File: src/hw/rtl/text_box_order_clip_filter_macros.svh
// ----------------------------------------------------------------------------
// Text box order/clip filter assertion macros
// Assertion wrappers; empty when built for synthesis.
// ----------------------------------------------------------------------------
`ifndef TEXT_BOX_ORDER_CLIP_FILTER_MACROS_SVH
`define TEXT_BOX_ORDER_CLIP_FILTER_MACROS_SVH
`ifndef SYNTHESIS
`define TBOCF_ASSERT(lbl, clk, rst, prop) \
  lbl: assert property (@(posedge clk) disable iff (rst) prop) \
    else $error("tbocf assertion failed");
`define TBOCF_ASSERT_VALID(lbl, clk, rst, vld, prop) \
  `TBOCF_ASSERT(lbl, clk, rst, (vld) |-> (prop))
`else
`define TBOCF_ASSERT(lbl, clk, rst, prop)
`define TBOCF_ASSERT_VALID(lbl, clk, rst, vld, prop)
`endif
`endif

File: src/hw/rtl/tbocf_pkg.sv
// ----------------------------------------------------------------------------
// Text box order/clip filter package
// Widths, types, register indexes and helper functions.
// ----------------------------------------------------------------------------
package tbocf_pkg;

  localparam int COORD_BITS = 16;
  localparam int SIZE_W     = 16;
  localparam int POS_W      = 15;
  localparam int SCORE_W    = 32;
  localparam int NUM_LANES  = 4;
  localparam int RANK_W     = 2;
  localparam int SQ_W       = 2 * POS_W;
  localparam int ROOT_W     = POS_W + 1;
  localparam int RAD_W      = 2 * ROOT_W;
  localparam int REM_W      = ROOT_W + 2;
  localparam int SQRT_STEPS = ROOT_W;
  localparam int CMP_W      = ((COORD_BITS > SIZE_W) ? COORD_BITS : SIZE_W) + 1;
  localparam int MAX_SIZE   = 1 << POS_W;
  localparam int REG_IDX_W  = 2;

  localparam logic [REG_IDX_W-1:0] REG_IMAGE_WIDTH  = 2'd0;
  localparam logic [REG_IDX_W-1:0] REG_IMAGE_HEIGHT = 2'd1;
  localparam logic [REG_IDX_W-1:0] REG_MERGE_MODE   = 2'd2;

  // corner order in a box
  localparam int TL = 0;
  localparam int TR = 1;
  localparam int BR = 2;
  localparam int BL = 3;

  typedef struct packed {
    logic signed [COORD_BITS-1:0] x;
    logic signed [COORD_BITS-1:0] y;
  } point_t;

  typedef struct packed {
    logic [POS_W-1:0] x;
    logic [POS_W-1:0] y;
  } corner_t;

  typedef struct packed {
    logic [RANK_W-1:0]            rank;
    logic [POS_W-1:0]             cx;
    logic [POS_W-1:0]             cy;
    logic signed [COORD_BITS-1:0] ry;
  } lane_out_t;

  typedef struct packed {
    corner_t [NUM_LANES-1:0] corners;
    logic [SCORE_W-1:0]      score;
  } box_t;

  function automatic logic pt_less(input point_t a, input point_t b);
    if ($signed(a.x) != $signed(b.x)) begin
      return $signed(a.x) < $signed(b.x);
    end
    return $signed(a.y) < $signed(b.y);
  endfunction

  // largest allowed coordinate for an image size register
  function automatic logic [POS_W-1:0] clamp_hi(input logic [SIZE_W-1:0] size);
    logic [CMP_W-1:0] se;
    se = CMP_W'(size);
    if (size == '0) begin
      return '0;
    end
    if (se > CMP_W'(MAX_SIZE)) begin
      return POS_W'(MAX_SIZE - 1);
    end
    return POS_W'(se - CMP_W'(1));
  endfunction

  function automatic logic [POS_W-1:0] clamp_coord(input logic [COORD_BITS-1:0] v,
                                                   input logic [POS_W-1:0] hi);
    logic [CMP_W-1:0] ve;
    ve = CMP_W'(v);
    if (v[COORD_BITS-1]) begin
      return '0;
    end
    if (ve > CMP_W'(hi)) begin
      return hi;
    end
    return ve[POS_W-1:0];
  endfunction

  function automatic logic [SQ_W-1:0] sq_diff(input logic [POS_W-1:0] a,
                                              input logic [POS_W-1:0] b);
    logic signed [POS_W:0]     d;
    logic signed [2*POS_W+1:0] p;
    d = $signed({1'b0, a}) - $signed({1'b0, b});
    p = d * d;
    return p[SQ_W-1:0];
  endfunction

endpackage

File: src/hw/rtl/tbocf_merge.sv
// ----------------------------------------------------------------------------
// Text box order/clip filter merge stage
// Places lane results by rank and splits them into the four box corners.
// ----------------------------------------------------------------------------
`include "text_box_order_clip_filter_macros.svh"

module tbocf_merge (
  input  logic                                           clk,
  input  logic                                           rst,
  input  logic                                           in_valid,
  input  tbocf_pkg::lane_out_t [tbocf_pkg::NUM_LANES-1:0] lanes,
  output logic                                           out_valid,
  output tbocf_pkg::corner_t [tbocf_pkg::NUM_LANES-1:0]  corners
);

  logic [tbocf_pkg::NUM_LANES-1:0]  match [tbocf_pkg::NUM_LANES];
  tbocf_pkg::lane_out_t             srt   [tbocf_pkg::NUM_LANES];
  tbocf_pkg::corner_t [tbocf_pkg::NUM_LANES-1:0] corners_next;

  always_comb begin
    for (int r = 0; r < tbocf_pkg::NUM_LANES; r++) begin
      srt[r] = '0;
      for (int l = 0; l < tbocf_pkg::NUM_LANES; l++) begin
        match[r][l] = (lanes[l].rank == tbocf_pkg::RANK_W'(r));
        if (match[r][l]) begin
          srt[r] = srt[r] | lanes[l];
        end
      end
    end
    // left pair: top by raw y, tie keeps x order
    if ($signed(srt[1].ry) < $signed(srt[0].ry)) begin
      corners_next[tbocf_pkg::TL] = '{x: srt[1].cx, y: srt[1].cy};
      corners_next[tbocf_pkg::BL] = '{x: srt[0].cx, y: srt[0].cy};
    end else begin
      corners_next[tbocf_pkg::TL] = '{x: srt[0].cx, y: srt[0].cy};
      corners_next[tbocf_pkg::BL] = '{x: srt[1].cx, y: srt[1].cy};
    end
    if ($signed(srt[3].ry) < $signed(srt[2].ry)) begin
      corners_next[tbocf_pkg::TR] = '{x: srt[3].cx, y: srt[3].cy};
      corners_next[tbocf_pkg::BR] = '{x: srt[2].cx, y: srt[2].cy};
    end else begin
      corners_next[tbocf_pkg::TR] = '{x: srt[2].cx, y: srt[2].cy};
      corners_next[tbocf_pkg::BR] = '{x: srt[3].cx, y: srt[3].cy};
    end
  end

  always_ff @(posedge clk) begin
    if (rst) begin
      out_valid <= 1'b0;
    end else begin
      out_valid <= in_valid;
    end
  end

  always_ff @(posedge clk) begin
    corners <= corners_next;
  end

  // lane ranks form a permutation
  `TBOCF_ASSERT_VALID(a_rank_perm, clk, rst, in_valid, $onehot(match[0]) && $onehot(match[1]) && $onehot(match[2]) && $onehot(match[3]))

endmodule

File: config.mk
export PLATFORM = sky130hd
export DESIGN_NAME = tbocf_merge
export DESIGN_NICKNAME = d
export VERILOG_FILES = /design/src/hw/rtl/tbocf_pkg.sv /design/src/hw/rtl/tbocf_merge.sv
export VERILOG_INCLUDE_DIRS = /design/src /design/src/hw/rtl
export SDC_FILE = /design/constraint.sdc
export NUM_CORES = 1
export LEC_CHECK = 0
export ABC_CLOCK_PERIOD_IN_PS = 5300
export BUFFER_PORTS_ARGS = -buffer_cell sky130_fd_sc_hd__clkbuf_2
export CAP_MARGIN = 5
export CELL_PAD_IN_SITES_DETAIL_PLACEMENT = 1
export CELL_PAD_IN_SITES_GLOBAL_PLACEMENT = 1
export CORE_UTILIZATION = 38
export DETAILED_ROUTE_END_ITERATION = 6
export PLACE_DENSITY_LB_ADDON = 0.08
export SYNTH_ARGS = -nofsm -noshare
export SYNTH_HDL_FRONTEND = slang
export SYNTH_SLANG_ARGS = --single-unit
File: constraint.sdc
create_clock -name clk -period 5.3 [get_ports clk]
set_input_delay 1.06 -clock clk [delete_from_list [all_inputs] [get_ports clk]]
set_output_delay 1.06 -clock clk [all_outputs]
set_load 0.02 [all_outputs]
---- After elaboration in Yosys (flattened, before gate mapping) ----
Index checks and enable logic that the tools add are counted.
W data, S select, Z words.
cells by class
  order comparisons ....................... 2
  equal/unequal tests ..................... 12
  mux-type cells .......................... 19
  bitwise logic cells ..................... 12
  reduce and logical (&&, ||, !) cells .... 4
operator list
  cell                  count
  $mux W46              16
  $or A46 B46 Y46       12
  $mux W30              2
  $mux W60              1
  $lt A16 B16 Y1        2
  $eq A2 B2 Y1 const B  8
  $eq A2 B1 Y1 const B  4
  $logic_not A2 Y1      4
word-level totals
  register bits ........................... 121
  input bits .............................. 195
  output and inout port bits .............. 121
  word-level logic and storage cells ...... 58

---- Depth between registers and ports, before layout ----
  depth in word-level cells ............... 10
  depth in mapped cells ................... 16
  gate-level depth less buffers ........... 10

---- Least setup slack after synthesis ----
Ideal clock, no wire load.
  path kind ............................... input to register
  from .................................... input lanes[143] (netlist bit)
  to ...................................... register corners[0] (netlist bit)
  setup time .............................. 0.117 ns
  data arrival time ....................... 3.910 ns
  data required time ...................... 5.183 ns
  setup slack ............................. 1.274 ns
  stages on the path ...................... 14
  buffers on the path ..................... 4
  cells stage by stage .................... nor2_1 > clkbuf_1 > buf_1 > a22o_1 > a221oi_1 > ha_1 > nand4_1 > nor3_1 > o311ai_2 > nand4_1 > buf_2 > buf_2 > mux2i_1 > o22a_1
RTL lines
  what                  line               RTL
  start, declared       tbocf_merge.sv:11  input tbocf_pkg::lane_out_t [tbocf_pkg::NUM_LANES-1:0] lanes,
  end signal, assigned  tbocf_merge.sv:56  corners <= corners_next;
  end, declared         tbocf_merge.sv:13  output tbocf_pkg::corner_t [tbocf_pkg::NUM_LANES-1:0] corners

==> reports/metrics.yaml <==
sta:
  final-hold-violation-count: 0
  grt_setup_unrepaired: "false"
  period_share_pct: 81.2
  slew_headroom_pct: 40.0
  drv_slew: 0
  finalCriticalPeriod_ns: 4.30
  worst_pin_slew_ns: 0.898
  fin_setup_tns_ns: 0
  fmax_mhz: 232
  setup_viol: 0
route:
  drtPass1Iterations: 6
  drt_iter0_markers: 944
  viasPerCell: 6.64
  antenna_left: 0
  wl_per_cell_um: 24.8
  vias: 10838
  routed_wl_um: 40400
  drc_errors: 0
cts:
  root_buffer: "clkbuf_16"
  cts_tree: "built"
  path_clk_slew_ns: 0.07
  clkSinkCount: 121
  h-tree-depth: 4
  cts-resized-gates: 0
  cts_setup_buffers: 0
  cts_buffer_depth: 2
  numCtsBuffers: 17
  hold_buffers: 0
final_layout:
  fin_nets: 1526
  num_antenna_cells: 0
  fin_area_mm2: 0.0118
  area_delta_synth_final_pct: 26.9
  final_layout_size_suffix_gt1_share_pct: 30.4
setup_path:
  crit_path_top_delay_cell: "nor2b_4"
  cpLargestDelayFamily: "simple AND/OR/NAND/NOR gates"
  slowest_delay_ns: 0.76
  cp_cell_sequence: "clkbuf_2 > nor2b_4 > a22oi_1 > nand2_1 > ha_1 > a21oi_1 > a21oi_1 > o31ai_1 > and4_2 > buf_4 > nor2_1 > o22a_1"
  crit_arrival_ns: 4.62
  crit_fanout: 32
  path_class: "primary input to flop"
  crit_path_frequent_cell: "a21oi_1"
  path_buf_inv: 2
  cp.required_ns: 5.62
  endpoint_kind: "flop"
  start_kind: "primary input"
flow_run:
  maxCapViolCount: 0
synth:
  synth_edf_count: 0
  yosysUniqueCellTypes: 35
  ys_seq_area_share_pct: 26.1
  synthSimpleGateAreaFrac_pct: 7.61
  synth_warnings: 0
  synth_top_family_by_area: "compound AO/OA/AOI/OAI gates"
  yosysMostFrequentCell: "a22o_1"
  synth_xor_area_share_pct: 0
  synthArstFlopShare_pct: 0
  synth-adder-area-share_pct: 4.05
  netlist_instances: 1050
  synth_top_flop_cell: "dfxtp_1"
  synth_compound_area_share_pct: 44.2
  yosysTopAreaCellShare_pct: 26.1
  synth_area_mm2: 0.00928
  synth_seq_cells: 121
  synth_mux_area_share_pct: 12.9
  synth_area_leaders: "dfxtp_1 (26%), a22o_1 (14%), a221oi_1 (14%)"
  yosys.area.top_type: "dfxtp_1"
  syn-mean-instance-area_um2: 8.83
  synth_commonest_cells: "a22o_1 (152), a221oi_1 (149), dfxtp_1 (121), mux2i_1 (117), clkbuf_1 (74)"
  synthesis.nets: 1275
placement:
  globalplace.congestion: 0.816
  place_area_mm2: 0.0112
  portBuffers: 315
  dp_hpwl_um: 28000
grt:
  grt_max_degree: 81
  grt_pass1_wl_um: 60700
  grt_antenna_before_repair: 1
  overflow: 0
  grt_pass1_vias: 10762
  grt_usage_pct: 31.7
floorplan:
  die_y_um: 158
  placementRows: 56
  die-area_mm2: 0.0250
  io_pins: 316
  die_x_um: 158
  start_util_pct: 39.2
  core_area_mm2: 0.0237
pwr:
  ir_drop_uv: 179
  pwr_density_cell_mw_per_mm2: 388
  power.leakage_nw: 5.35
hold_path:
  hp-class: "primary input to flop"
run_status:
  status: "complete, no violations"
==> final timing paths <==
check	start	end	cells past startpoint	slack, ns
worst min-delay path	rst	out_valid	2	0.79
worst max-delay path	lanes[94]	corners[4]	12	1.0
==> flip-flops by register name, summed over array words and instances, names as in the netlist <==
register,flops
corners,120
out_valid,1
==> stage by stage <==
| stage | power (mW) | hold WS [ns] | setup slack (ns) | cells | utilization (%) |
|---|---|---|---|---|---|
| CTS | 4.58 | 0.775 | 1.05 | 1633 | 49.7 |
| finish | 4.57 | 0.788 | 0.998 | 1633 | 49.7 |
| detailed placement | 3.36 | 1.23 | 0.583 | 1601 | 47.2 |
| global route | 4.81 | 0.780 | 0.749 | 1633 | 49.7 |
| global placement | 3.33 | 1.22 | 0.719 | 1601 | 47.2 |
| floorplan | 2.61 | 1.13 | 1.27 | 1050 | - |
==> power breakdown <==
part	leakage, nW	switching (mW)	internal [mW]
Clock	0.276	0.502	0.705
Combinational	4.06	1.29	0.780
Sequential	1.02	0.101	1.19
==> metal layers <==
layer / vias to the layer above / global-route usage (%) / wire [µm]
met1: 5337 / 42.2 / 17900
met4: 2 / 12.2 / 1200
met5: - / 0 / 16
met2: 567 / 50.3 / 18200
li1: 4854 / - / -
met3: 78 / 5.83 / 3140
==> layout make-up <==
class	count	area, µm²
clock buffers	18	429
repair buffers	348	1860
flip-flops and latches	121	2420
well taps	319	399
fillers	2905	11900
multi-input cells	813	6490
clock inverters	14	163
==> layout by cell type, fill, tap and decap left out, types with 5 or more instances in the layout <==
master,Yosys,routed
o22a_1,58,58
o21ai_0,62,62
a221oi_1,149,149
clkbuf_2,0,315
nor2b_4,0,8
nor2_1,70,66
a22oi_1,64,64
ha_1,30,29
buf_4,3,30
nand2_1,43,43
clkbuf_16,0,17
nand4_1,6,6
inv_6,0,5
a22o_1,152,152
mux2i_1,117,116
a21oi_1,9,9
dfxtp_1,121,121
==> kinds of logic after synthesis <==
kind of cell             after synthesis
AO/OA/AOI/OAI                        508
adder cells (fa/ha/maj)               30
buffers and inverters                116
flip-flops                           121
multiplexers                         119
AND/OR/NAND/NOR                      156
Note: power is estimated with default switching activity, not from simulation.
