`config.mk`:
```
export PLATFORM = sky130hd
export DESIGN_NAME = tbocf_isqrt
export DESIGN_NICKNAME = d
export VERILOG_FILES = /design/src/hw/rtl/text_box_order_clip_filter_macros.svh /design/src/hw/rtl/tbocf_pkg.sv /design/src/hw/rtl/tbocf_isqrt.sv
export SDC_FILE = /design/constraint.sdc
export NUM_CORES = 1
export LEC_CHECK = 0
export BUFFER_PORTS_ARGS = -buffer_cell sky130_fd_sc_hd__buf_2
export CAP_MARGIN = 15
export CORE_MARGIN = 5
export CORE_UTILIZATION = 35
export CTS_CLUSTER_SIZE = 30
export DETAILED_ROUTE_END_ITERATION = 16
export PLACE_DENSITY = 0.61
export SYNTH_ARGS = -nofsm -noshare
export SYNTH_HDL_FRONTEND = slang
export SYNTH_SLANG_ARGS = --single-unit
```
`constraint.sdc`:
```
create_clock -name clk -period 4 [get_ports clk]
set_input_delay 0.6 -clock clk [delete_from_list [all_inputs] [get_ports clk]]
set_output_delay 0.6 -clock clk [all_outputs]
set_load 0.02 [all_outputs]
```
`src/hw/rtl/text_box_order_clip_filter_macros.svh`:
```
// ----------------------------------------------------------------------------
// Text box order/clip filter assertion macros
// Assertion wrappers; empty when built for synthesis.
// ----------------------------------------------------------------------------
`ifndef TEXT_BOX_ORDER_CLIP_FILTER_MACROS_SVH
`define TEXT_BOX_ORDER_CLIP_FILTER_MACROS_SVH
`ifndef SYNTHESIS
`define TBOCF_ASSERT(lbl, clk, rst, prop) \
  lbl: assert property (@(posedge clk) disable iff (rst) prop) \
    else $error("tbocf assertion failed");
`define TBOCF_ASSERT_VALID(lbl, clk, rst, vld, prop) \
  `TBOCF_ASSERT(lbl, clk, rst, (vld) |-> (prop))
`else
`define TBOCF_ASSERT(lbl, clk, rst, prop)
`define TBOCF_ASSERT_VALID(lbl, clk, rst, vld, prop)
`endif
`endif

```
`src/hw/rtl/tbocf_pkg.sv`:
```
// ----------------------------------------------------------------------------
// Text box order/clip filter package
// Widths, types, register indexes and helper functions.
// ----------------------------------------------------------------------------
package tbocf_pkg;

  localparam int COORD_BITS = 16;
  localparam int SIZE_W     = 16;
  localparam int POS_W      = 15;
  localparam int SCORE_W    = 32;
  localparam int NUM_LANES  = 4;
  localparam int RANK_W     = 2;
  localparam int SQ_W       = 2 * POS_W;
  localparam int ROOT_W     = POS_W + 1;
  localparam int RAD_W      = 2 * ROOT_W;
  localparam int REM_W      = ROOT_W + 2;
  localparam int SQRT_STEPS = ROOT_W;
  localparam int CMP_W      = ((COORD_BITS > SIZE_W) ? COORD_BITS : SIZE_W) + 1;
  localparam int MAX_SIZE   = 1 << POS_W;
  localparam int REG_IDX_W  = 2;

  localparam logic [REG_IDX_W-1:0] REG_IMAGE_WIDTH  = 2'd0;
  localparam logic [REG_IDX_W-1:0] REG_IMAGE_HEIGHT = 2'd1;
  localparam logic [REG_IDX_W-1:0] REG_MERGE_MODE   = 2'd2;

  // corner order in a box
  localparam int TL = 0;
  localparam int TR = 1;
  localparam int BR = 2;
  localparam int BL = 3;

  typedef struct packed {
    logic signed [COORD_BITS-1:0] x;
    logic signed [COORD_BITS-1:0] y;
  } point_t;

  typedef struct packed {
    logic [POS_W-1:0] x;
    logic [POS_W-1:0] y;
  } corner_t;

  typedef struct packed {
    logic [RANK_W-1:0]            rank;
    logic [POS_W-1:0]             cx;
    logic [POS_W-1:0]             cy;
    logic signed [COORD_BITS-1:0] ry;
  } lane_out_t;

  typedef struct packed {
    corner_t [NUM_LANES-1:0] corners;
    logic [SCORE_W-1:0]      score;
  } box_t;

  function automatic logic pt_less(input point_t a, input point_t b);
    if ($signed(a.x) != $signed(b.x)) begin
      return $signed(a.x) < $signed(b.x);
    end
    return $signed(a.y) < $signed(b.y);
  endfunction

  // largest allowed coordinate for an image size register
  function automatic logic [POS_W-1:0] clamp_hi(input logic [SIZE_W-1:0] size);
    logic [CMP_W-1:0] se;
    se = CMP_W'(size);
    if (size == '0) begin
      return '0;
    end
    if (se > CMP_W'(MAX_SIZE)) begin
      return POS_W'(MAX_SIZE - 1);
    end
    return POS_W'(se - CMP_W'(1));
  endfunction

  function automatic logic [POS_W-1:0] clamp_coord(input logic [COORD_BITS-1:0] v,
                                                   input logic [POS_W-1:0] hi);
    logic [CMP_W-1:0] ve;
    ve = CMP_W'(v);
    if (v[COORD_BITS-1]) begin
      return '0;
    end
    if (ve > CMP_W'(hi)) begin
      return hi;
    end
    return ve[POS_W-1:0];
  endfunction

  function automatic logic [SQ_W-1:0] sq_diff(input logic [POS_W-1:0] a,
                                              input logic [POS_W-1:0] b);
    logic signed [POS_W:0]     d;
    logic signed [2*POS_W+1:0] p;
    d = $signed({1'b0, a}) - $signed({1'b0, b});
    p = d * d;
    return p[SQ_W-1:0];
  endfunction

endpackage

```
`src/hw/rtl/tbocf_isqrt.sv`:
```
// ----------------------------------------------------------------------------
// Text box order/clip filter square root
// Pipelined floor square root, one result bit per stage.
// ----------------------------------------------------------------------------
module tbocf_isqrt (
  input  logic                         clk,
  input  logic [tbocf_pkg::RAD_W-1:0]  rad,
  output logic [tbocf_pkg::ROOT_W-1:0] root
);

  localparam int LAST = tbocf_pkg::SQRT_STEPS - 1;

  logic [tbocf_pkg::RAD_W-1:0]  rad_q  [LAST];
  logic [tbocf_pkg::REM_W-1:0]  rem_q  [LAST];
  logic [tbocf_pkg::ROOT_W-1:0] root_q [tbocf_pkg::SQRT_STEPS];

  for (genvar s = 0; s < tbocf_pkg::SQRT_STEPS; s++) begin : g_step
    logic [tbocf_pkg::RAD_W-1:0]  rad_i;
    logic [tbocf_pkg::REM_W-1:0]  rem_i;
    logic [tbocf_pkg::ROOT_W-1:0] root_i;
    logic [tbocf_pkg::REM_W+1:0]  rem_sh;
    logic [tbocf_pkg::REM_W+1:0]  trial;
    logic [tbocf_pkg::REM_W-1:0]  rem_next;
    logic [tbocf_pkg::ROOT_W-1:0] root_next;

    if (s == 0) begin : g_first
      assign rad_i  = rad;
      assign rem_i  = '0;
      assign root_i = '0;
    end else begin : g_next
      assign rad_i  = rad_q[s-1];
      assign rem_i  = rem_q[s-1];
      assign root_i = root_q[s-1];
    end

    assign rem_sh = {rem_i, rad_i[tbocf_pkg::RAD_W-1 -: 2]};
    assign trial  = (tbocf_pkg::REM_W+2)'({root_i, 2'b01});

    always_comb begin
      if (rem_sh >= trial) begin
        rem_next  = tbocf_pkg::REM_W'(rem_sh - trial);
        root_next = {root_i[tbocf_pkg::ROOT_W-2:0], 1'b1};
      end else begin
        rem_next  = tbocf_pkg::REM_W'(rem_sh);
        root_next = {root_i[tbocf_pkg::ROOT_W-2:0], 1'b0};
      end
    end

    always_ff @(posedge clk) begin
      root_q[s] <= root_next;
    end

    if (s < LAST) begin : g_carry
      always_ff @(posedge clk) begin
        rad_q[s] <= rad_i << 2;
        rem_q[s] <= rem_next;
      end
    end
  end

  assign root = root_q[LAST];

endmodule

```
== Word level (Yosys, flattened, before mapping) ==
Memories as Yosys holds them, arrays and structs flattened.
Cells that the tools add are included.
Storage, ports and cells
  memories kept: 3
  bits of input ports: 33
  word-level logic and storage cells: 65
  output and inout bits: 16
  flip-flop bits (word level): 0
  bits in writable memories: 976
Memory list
  rad_q: depth 15, width 30, rd ports 15, clocked after memory_dff 0, write ports 15, line tbocf_isqrt.sv:13  | logic [tbocf_pkg::RAD_W-1:0] rad_q [LAST];
  rem_q: depth 15, width 18, rd ports 15, clocked after memory_dff 0, write ports 15, line tbocf_isqrt.sv:14  | logic [tbocf_pkg::REM_W-1:0] rem_q [LAST];
  root_q: depth 16, width 16, rd ports 16, clocked after memory_dff 0, write ports 16, line tbocf_isqrt.sv:15  | logic [tbocf_pkg::ROOT_W-1:0] root_q [tbocf_pkg::SQRT_STEPS];
Cells by class
  muxes and demuxes: 31
  magnitude comparators: 16
  add/sub/neg operators: 15
Operators with widths (number)
  20-bit by 18-bit >= comparator with 1-bit output: 15
  18-bit two-way mux: 15
  18-bit subtractor: 14
  1-bit two-way mux: 16
  2-bit by 1-bit subtractor with 3-bit output, second input constant: 1
  2-bit by 1-bit >= comparator with 1-bit output, second input constant: 1

== Depth between registers and ports, before layout ==
Gate-level depths: netlist (run 1).
An unclocked memory read counts as a cell.
  depth after elaboration: 3
  mapped depth: 11
  depth with buffers taken out: 10

== Worst setup path after synthesis (run 1) ==
Ideal clock, no wire load.
  path type: register to register
  from: mem root_q[1][41] (netlist name)
  to: mem rem_q[11][12] (netlist name)
  data arrival time: 2431 ps
  slack: 1448 ps
  path buffers: 1
  period minus slack after synthesis: 2552 ps
  setup time: 121 ps
  cell stages (with the launch flop): 10
  required time: 3879 ps
  cell sequence: dfxtp_1 > inv_1 > ha_1 > a21o_1 > a211o_1 > or4b_1 > nor2_1 > inv_1 > buf_2 > mux2_2
RTL lines (line)
  from (decl): tbocf_isqrt.sv:15
  to (decl): tbocf_isqrt.sv:14

==> results of run 1 <==
==> stage by stage <==
step,cell area [µm²],total power [µW],util
after floorplan,22400,10400,-
after global placement,23700,11100,0.374
after detailed placement,23700,11200,0.374
after CTS,25900,17300,0.409
after global routing,25900,18100,0.409
final,25900,17100,0.409
==> kinds of logic (layout without fill, tap and decap cells) <==
family / after synthesis / count (layout) / share of synthesized area
adder cells (fa/ha/maj): 153 / 153 / 0.0853
XOR/XNOR: 175 / 175 / 0.0683
flip-flops: 626 / 626 / 0.559
AND/OR/NAND/NOR: 562 / 562 / 0.124
AO/OA/AOI/OAI: 421 / 421 / 0.116
multiplexers: 28 / 28 / 0.0137
other: 1 / 1 / 0.000167
buffers and inverters: 205 / 352 / 0.0346
==> registers in the layout, summed over array words and instances, names as in the netlist <==
register and count:
root_q 136, rad_q 240, rem_q 250
==> path summary, 6_finish.rpt <==
kind | from | to | slack [ps] | cells after the start
setup / recovery | root_q[1][0] | rem_q[9][9] | 930 | 8
hold / removal | rad[29] | rad_q[0][29] | 100 | 1
setup reg to reg | root_q[1][0] | rem_q[9][9] | 930 | 8
hold reg to reg | rad_q[1][53] | rad_q[1][85] | 300 | 0
==> final cells by class <==
class,instances,area (µm²)
fill,6076,37400
tap,846,1060
inverter,178,668
sequential,626,12500
timing repair buffer,55,297
clock buffer,92,1900
multi-input combinational,1340,9130
clock inverter,27,295
==> layer usage <==
metal	up-vias	wire [µm]	share of wire	track usage
met2	279	19600	0.48	0.201
met5	-	0	0	0
li1	7631	-	-	-
met4	0	1100	0.027	0.0437
met1	6738	18800	0.46	0.147
met3	83	1760	0.043	0.0247
==> placed cells by master, fill, tap and decap left out, types with 18 or more instances in the layout <==
master,instances
xor2_1,91
mux2_2,22
nor2b_1,20
a21o_1,33
o21ai_0,127
nand2b_1,29
nand3_1,18
xnor2_1,84
o21a_1,32
nand4_1,20
or3_1,21
ha_1,153
nor4_1,28
a211oi_1,28
nor2_1,149
inv_1,175
dfxtp_1,626
buf_2,48
clkbuf_16,67
a21oi_1,117
nand2_1,158
nor3_1,55
==> power breakdown <==
group	total (µW)	switching, µW	leakage (µW)	internal (µW)
registers	8090	741	0.00524	7350
clock network	5960	2460	0.00108	3510
logic	3000	1610	0.00560	1390
==> flow_summary.json, run 1 <==
{
  "status": "finished, final reports clean",
  "num-nets-final": 2453,
  "synth.avg_cell_area_um2": 10.3,
  "diodes": 0,
  "cts_hold_buf": 0,
  "drt_iter0_drc": 777,
  "design.core.area_mm2": 0.0633,
  "cts.path.max_buffers": 3,
  "leakage_uw": 0.0119,
  "cts_root_buf": "clkbuf_16",
  "synthArstFlopShare": 0,
  "final_hold_viol_count": 0,
  "post_cts_buffers": 0,
  "drc_errors": 0,
  "finalSetupTns_ps": 0,
  "die-height_um": 263,
  "clk_pin_slew_ps": 60,
  "cpPeakStageDelay_ps": 750,
  "first_global_vias": 14700,
  "synthCells": 2171,
  "grt_pass1_wl_mm": 69.7,
  "ioPinCount": 49,
  "worstPathArrival_ps": 3510,
  "timing.max_cap.violations": 0,
  "synth_edf_count": 0,
  "yosysMostFrequentCell": "dfxtp_1",
  "worstMarginPinSlew_ps": 963,
  "start_kind": "flop",
  "die-width_um": 263,
  "ys_ff_latch": 626,
  "synth_top_area_cell": "dfxtp_1",
  "fin_worst_skew_ps": 44.9,
  "crit_type": "reg2reg",
  "netlist_area_mm2": 0.0224,
  "syn-num-nets": 2357,
  "gp_congestion": 0.851,
  "critPathTopFamily": "simple AND/OR/NAND/NOR gates",
  "via_per_inst": 4.66,
  "endpoint_kind": "flop",
  "period_minus_slack_ps": 3070,
  "power_density_mw_per_mm2": 659,
  "slew_headroom": 0.356,
  "path_buf_inv": 1,
  "drive_gt1_frac": 0.0871,
  "layout_worst_path_cycle_share": 0.767,
  "areaGrowthSynthToFinish_pct": 15.3,
  "holdWs_ps": 101,
  "cp_cell_sequence": "inv_1 -> ha_1 -> nor2b_1 -> o21ai_0 -> a21oi_1 -> o31ai_1 -> nand3_1 -> mux2_2",
  "port_buffers": 48,
  "die_area_mm2": 0.0693,
  "rsz0062_at_grt": "no",
  "finalNonFillerCells": 3164,
  "row_count": 92,
  "critPathSlowestCell": "nand3_1",
  "ant_nets": 0,
  "placed_cells": 3044,
  "cts_tree": "built",
  "yosys_most_used_dff": "dfxtp_1",
  "hpwl_mm": 31.1,
  "yosysUniqueCellTypes": 69,
  "cp_max_fo": 25,
  "cp.required_ps": 4450,
  "routedWlPerCell_um": 13.1,
  "setup_viol": 0,
  "grt_max_degree": 31,
  "postCtsResizedCells": 0,
  "grt_use_total": 0.118,
  "htreeDepth": 3,
  "cts_buffers": 66,
  "vias": 14700,
  "yosysSeqAreaShare": 0.559,
  "ys_top_cells_by_count": "dfxtp_1, inv_1, nand2_1, ha_1, nor2_1",
  "worst_slack_ps": 933,
  "grt.overflow.total": 0,
  "slew_viol_final": 0,
  "fmax_mhz": 326,
  "cts.sinks": 626,
  "min_path_type": "in2reg",
  "drtPass1Iterations": 5,
  "ir_drop_mv": 0.318,
  "synth_top_area_frac": 0.559,
  "ys_warn_count": 0,
  "clk-insertion-delay-late_ps": 600,
  "synth_area_leaders": "dfxtp_1, ha_1, xor2_1",
  "post-place-ws_ps": 825,
  "wirelength_mm": 41.3,
  "antenna_found_initial": 0,
  "start_util": 0.354
}
(Power assumes the default switching activity.)
==> inputs of run 2 (changes only) <==
--- a/config.mk
+++ b/config.mk
@@ -5,13 +5,14 @@
 export SDC_FILE = /design/constraint.sdc
 export NUM_CORES = 1
 export LEC_CHECK = 0
+export ABC_AREA = 1
 export BUFFER_PORTS_ARGS = -buffer_cell sky130_fd_sc_hd__buf_2
 export CAP_MARGIN = 15
 export CORE_MARGIN = 5
 export CORE_UTILIZATION = 35
 export CTS_CLUSTER_SIZE = 30
 export DETAILED_ROUTE_END_ITERATION = 16
-export PLACE_DENSITY = 0.61
+export PLACE_DENSITY = 0.62
 export SYNTH_ARGS = -nofsm -noshare
 export SYNTH_HDL_FRONTEND = slang
 export SYNTH_SLANG_ARGS = --single-unit
==> constraint.sdc (replaced) <==
create_clock -name clk -period 2.7 [get_ports clk]
set_input_delay 0.405 -clock clk [delete_from_list [all_inputs] [get_ports clk]]
set_output_delay 0.405 -clock clk [all_outputs]
set_load 0.02 [all_outputs]
==> run 2 against run 1 <==
  * Worst setup slack got worse by 570 ps
  * Largest power group unchanged
  * Count of clock-buffer cells in the layout down 4
  * Clock power is 60% higher
  * Die area up 15%
  * Synthesized area up 16%
  * Highest routed layer unchanged
  * Largest cell class unchanged
==> flow_summary.json, run 2 <==
{
  "status": "finished, final reports clean",
  "synth_top_area_frac": 0.482,
  "ant_nets": 0,
  "period_minus_slack_ps": 2330,
  "cts_buffers": 67,
  "synthCells": 3268,
  "num-nets-final": 3587,
  "endpoint_kind": "flop",
  "leakage_uw": 0.0152,
  "first_global_vias": 19500,
  "antenna_found_initial": 0,
  "min_path_type": "reg2reg",
  "final_cell_mix": "nand2_1, dfxtp_1, inv_1",
  "start_kind": "flop",
  "whs_path_depth": 0,
  "hpwl_mm": 45.1,
  "gp_congestion": 0.901,
  "clk-insertion-delay-late_ps": 610,
  "place_area_mm2": 0.0273,
  "synth_top_area_cell": "dfxtp_1",
  "ys_top_cells_by_count": "nand2_1, dfxtp_1, inv_1, nor2_1, nand3_1",
  "cts_tree": "built",
  "yosysMostFrequentCell": "nand2_1",
  "grt_use_total": 0.146,
  "hold_start": "rad_q[0][165]",
  "reg2reg_depth": 12,
  "areaGrowthSynthToFinish_pct": 15.2,
  "fin_worst_skew_ps": 28.4,
  "final_area_mm2": 0.0299,
  "layout_commonest_cell": "nand2_1",
  "port_buffers": 48,
  "wirelength_mm": 57.6,
  "ys_ff_latch": 626,
  "final_hold_viol_count": 0,
  "cts_root_buf": "clkbuf_16",
  "design.core.area_mm2": 0.0733,
  "diodes": 0,
  "drc_errors": 0,
  "post_cts_buffers": 0,
  "regMostFlops": "rem_q",
  "die-height_um": 282,
  "syn-num-nets": 3454,
  "postCtsResizedCells": 0,
  "htreeDepth": 3,
  "placed_cells": 4258,
  "yosys_most_used_dff": "dfxtp_1",
  "yosysUniqueCellTypes": 46,
  "largest_register_ffs": 250,
  "whs_endpoint": "rad_q[0][197]",
  "synth_edf_count": 0,
  "setup_viol": 0,
  "cts.sinks": 626,
  "finalSetupTns_ps": 0,
  "power_density_mw_per_mm2": 972,
  "finalNonFillerCells": 4412,
  "synthArstFlopShare": 0,
  "r2r_end": "rem_q[3][8]",
  "row_count": 99,
  "drtPass1Iterations": 7,
  "die-width_um": 282,
  "yosysSeqAreaShare": 0.482,
  "reg2reg_slack_ps": 370,
  "start_util": 0.354,
  "slew_viol_final": 0,
  "via_per_inst": 4.51,
  "timing.max_cap.violations": 0,
  "fmax_mhz": 428,
  "drt_iter0_drc": 1228,
  "drive_gt1_frac": 0.0898,
  "worstPathArrival_ps": 2820,
  "ir_drop_mv": 0.644,
  "vias": 19900,
  "cp_max_fo": 17,
  "cp.required_ps": 3180,
  "utilization": 0.408,
  "clk_pin_slew_ps": 60,
  "grt_pass1_wl_mm": 95.9,
  "routedWlPerCell_um": 13.0,
  "ys_warn_count": 0,
  "cts.path.max_buffers": 3,
  "grt.overflow.total": 0,
  "die_area_mm2": 0.0798,
  "slew_headroom": 0.587,
  "layout_worst_path_cycle_share": 0.864,
  "worstMarginPinSlew_ps": 619,
  "netlist_area_mm2": 0.0260,
  "synth_area_leaders": "dfxtp_1, nand2_1, ha_1",
  "rsz0062_at_grt": "no",
  "crit_type": "reg2reg",
  "reg_top3": "rem_q: 250 flops, rad_q: 240 flops, root_q: 136 flops",
  "r2r-start": "root_q[0][33]",
  "synth.avg_cell_area_um2": 7.95,
  "grt_max_degree": 26,
  "ioPinCount": 49
}
[run 2: cell count changes in the layout (fill, tap and decap cells not counted), sizes merged, moves of 40 or more]
| cell | change |
|---|---|
| inv | +320 |
| nand3 | +181 |
| xor2 | -40 |
| nor2 | +141 |
| nand2 | +753 |
| a21oi | +54 |
[run 2: layer usage]
metal,track usage,part of all wire,vias up
li1,-,-,10500
met1,0.191,0.47,8839
met2,0.247,0.46,397
met3,0.0218,0.039,129
met4,0.0542,0.033,0
met5,0,0,-
[run 2: how the worst max path moves through the flow]
| stage | to | from |
|---|---|---|
| after floorplan | rem_q[1][0] | root_q[0][0] |
| after global placement | rem_q[13][2] | root_q[1][64] |
| after detailed placement | rem_q[3][0] | root_q[0][33] |
| after CTS | rem_q[3][0] | root_q[0][33] |
| after global routing | rem_q[3][7] | root_q[0][33] |
| final | rem_q[3][8] | root_q[0][33] |
[run 2: timing repair]
action	in CTS	in global routing
hold buffers	33	0
endpoints found under the hold margin	33	0
setup endpoints to repair	0	0
[run 2: cell families after synthesis]
family,after synthesis,synth area share
and+or+nand+nor,1529,0.252
DFF,626,0.482
buffers and inverters,521,0.0811
AOI/OAI and AO/OA,337,0.0765
adders and majority gates,153,0.0737
xor gates and xnor gates,101,0.0341
other,1,0.000144
[run 2: stage by stage]
| stage | setup slack (ps) | total power [µW] | hold slack, ps |
|---|---|---|---|
| floorplan | 965 | 17700 | 310 |
| global placement | 430 | 19600 | 310 |
| detailed placement | 424 | 19700 | 312 |
| CTS | 383 | 29400 | 316 |
| global route | 62.9 | 31000 | 323 |
| finish | 366 | 29100 | 316 |
[run 2: where the power goes]
group	internal [µW]	switching, µW	total, µW
Combinational	2730	4550	7280
Sequential	11000	1290	12300
Clock	5880	3670	9550
Total	19600	9520	29100
[run 2: worst max-delay path: stages (launching register included)]
cell	delay [ps]
dfxtp_1	320
inv_1	40
ha_1	320
a21oi_1	180
nand2_1	110
nand2_1	70
nand2_1	100
nor2_2	150
nand2_1	90
nor2_2	490
inv_1	180
nand2_1	110
inv_1	30
[run 2: area by class of cell]
| class | instances | area (µm²) |
|---|---|---|
| clock inverter | 33 | 482 |
| clock buffer | 88 | 1870 |
| fill | 7414 | 43400 |
| timing repair buffer | 90 | 651 |
| tap | 959 | 1200 |
| inverter | 495 | 1870 |
| multi-input combinational | 2121 | 11300 |
| sequential | 626 | 12500 |
==> inputs of run 3 (changes only) <==
--- a/config.mk
+++ b/config.mk
@@ -7,12 +7,13 @@
 export LEC_CHECK = 0
 export ABC_AREA = 1
 export BUFFER_PORTS_ARGS = -buffer_cell sky130_fd_sc_hd__buf_2
-export CAP_MARGIN = 15
+export CAP_MARGIN = 20
 export CORE_MARGIN = 5
-export CORE_UTILIZATION = 35
+export CORE_UTILIZATION = 40
 export CTS_CLUSTER_SIZE = 30
 export DETAILED_ROUTE_END_ITERATION = 16
-export PLACE_DENSITY = 0.62
+export HOLD_SLACK_MARGIN = 0.1
+export PLACE_DENSITY = 0.68
 export SYNTH_ARGS = -nofsm -noshare
 export SYNTH_HDL_FRONTEND = slang
 export SYNTH_SLANG_ARGS = --single-unit
==> run 3 against run 2 <==
  * Final cell count is 2.4% lower
  * Sequential share of layout area is 0.36 points higher
  * Combinational power hardly changed
  * Clock power is 5.9% lower
  * Worst setup slack worse by 34 ps
  * Clock skew is 1.9 ps lower
  * Non-clock buffer count is 1 higher
  * Register-to-register slack worse by 30 ps
  * Critical endpoint is now rem_q[3][7]
==> flow_summary.json, run 3 (synthesis gave the netlist of run 2 again) <==
{
  "status": "finished, final reports clean",
  "ir_drop_mv": 0.610,
  "cp.required_ps": 3210,
  "diodes": 0,
  "drtPass1Iterations": 5,
  "finalSetupTns_ps": 0,
  "ioPinCount": 49,
  "r2r-start": "root_q[0][33]",
  "row_count": 93,
  "layout_worst_path_cycle_share": 0.877,
  "gp_congestion": 0.929,
  "cts_tree": "built",
  "clk_pin_slew_ps": 60,
  "grt.overflow.total": 0,
  "hpwl_mm": 43.9,
  "grt_use_total": 0.160,
  "timing.max_cap.violations": 0,
  "design.core.area_mm2": 0.0643,
  "wirelength_mm": 56.7,
  "period_minus_slack_ps": 2370,
  "htreeDepth": 3,
  "num-nets-final": 3587,
  "layout_commonest_cell": "nand2_1",
  "port_buffers": 48,
  "worstPathArrival_ps": 2880,
  "vias": 19800,
  "power_density_mw_per_mm2": 962,
  "ant_nets": 0,
  "grt_max_degree": 26,
  "final_area_mm2": 0.0297,
  "fin_worst_skew_ps": 26.5,
  "final_hold_viol_count": 0,
  "die-height_um": 265,
  "hold_start": "rad_q[0][226]",
  "routedWlPerCell_um": 13.2,
  "postCtsResizedCells": 0,
  "leakage_uw": 0.0151,
  "areaGrowthSynthToFinish_pct": 14.2,
  "min_path_type": "reg2reg",
  "startpoint": "root_q[0][33]",
  "clk-insertion-delay-late_ps": 630,
  "start_util": 0.404,
  "cts.sinks": 626,
  "final_cell_mix": "nand2_1, dfxtp_1, inv_1",
  "die_area_mm2": 0.0701,
  "drive_gt1_frac": 0.0881,
  "cp_max_fo": 17,
  "first_global_vias": 19000,
  "endpoint_kind": "flop",
  "start_kind": "flop",
  "antenna_found_initial": 0,
  "via_per_inst": 4.61,
  "slew_headroom": 0.581,
  "rsz0062_at_grt": "no",
  "place_area_mm2": 0.0271,
  "cts_root_buf": "clkbuf_16",
  "fmax_mhz": 422,
  "die-width_um": 265,
  "setup_viol": 0,
  "drc_errors": 0,
  "grt_pass1_wl_mm": 93.6,
  "reg_top3": "rem_q: 250 flops, rad_q: 240 flops, root_q: 136 flops",
  "slew_viol_final": 0,
  "cts.path.max_buffers": 3,
  "regMostFlops": "rem_q",
  "drt_iter0_drc": 1146,
  "worstMarginPinSlew_ps": 628,
  "total_power_uw": 28500,
  "cts_buffers": 66,
  "post_cts_buffers": 0,
  "crit_type": "reg2reg",
  "largest_register_ffs": 250
}
==> run 3: layout make-up <==
cell class / count / area [µm²]
sequential: 626 / 12500
multi-input combinational: 2121 / 11300
inverter: 495 / 1870
timing repair buffer: 91 / 658
tap: 855 / 1070
clock buffer: 86 / 1800
clock inverter: 30 / 418
fill: 6309 / 34700
==> run 3: critical path, stage by stage, from the launching register on <==
cell	delay [ps]
dfxtp_1	330
inv_1	40
ha_1	320
a21oi_1	170
nand2_1	110
nand2_1	70
nand2_1	110
nor2_2	150
nand2_1	100
nor2_2	500
inv_1	190
nand2_1	110
inv_1	40
==> run 3: final timing paths <==
path                            slack (ps)  cells past startpoint      endpoint
worst min-delay path                   320                      0  rad_q[1][18]
worst min register to register         320                      0  rad_q[1][18]
worst max register to register         330                     12   rem_q[3][7]
worst max-delay path                   330                     12   rem_q[3][7]
==> run 3: layer usage <==
metal	track usage	vias up	share of wire
met5	0	-	0
met4	0.0512	0	0.029
met3	0.0275	110	0.038
met2	0.271	388	0.46
met1	0.209	8814	0.47
li1	-	10500	-
==> run 3: what timing repair did <==
action	CTS	global route
hold buffers	33	0
endpoints found under the hold margin	33	0
setup endpoints to repair	0	0
==> run 3: stage by stage <==
stage	setup slack (ps)	hold slack [ps]	util	std cells
final	332	316	0.461	4304
after global routing	135	324	0.461	4304
after CTS	322	320	0.461	4304
after detailed placement	341	312	0.422	4155
after global placement	392	310	0.422	4155
after floorplan	965	310	-	3268
==> run 3: report_power, final <==
group,total [µW],switching [µW],internal (µW)
Combinational,7260,4540,2720
Sequential,12300,1310,11000
Clock,8990,3790,5200
Total,28500,9640,18900
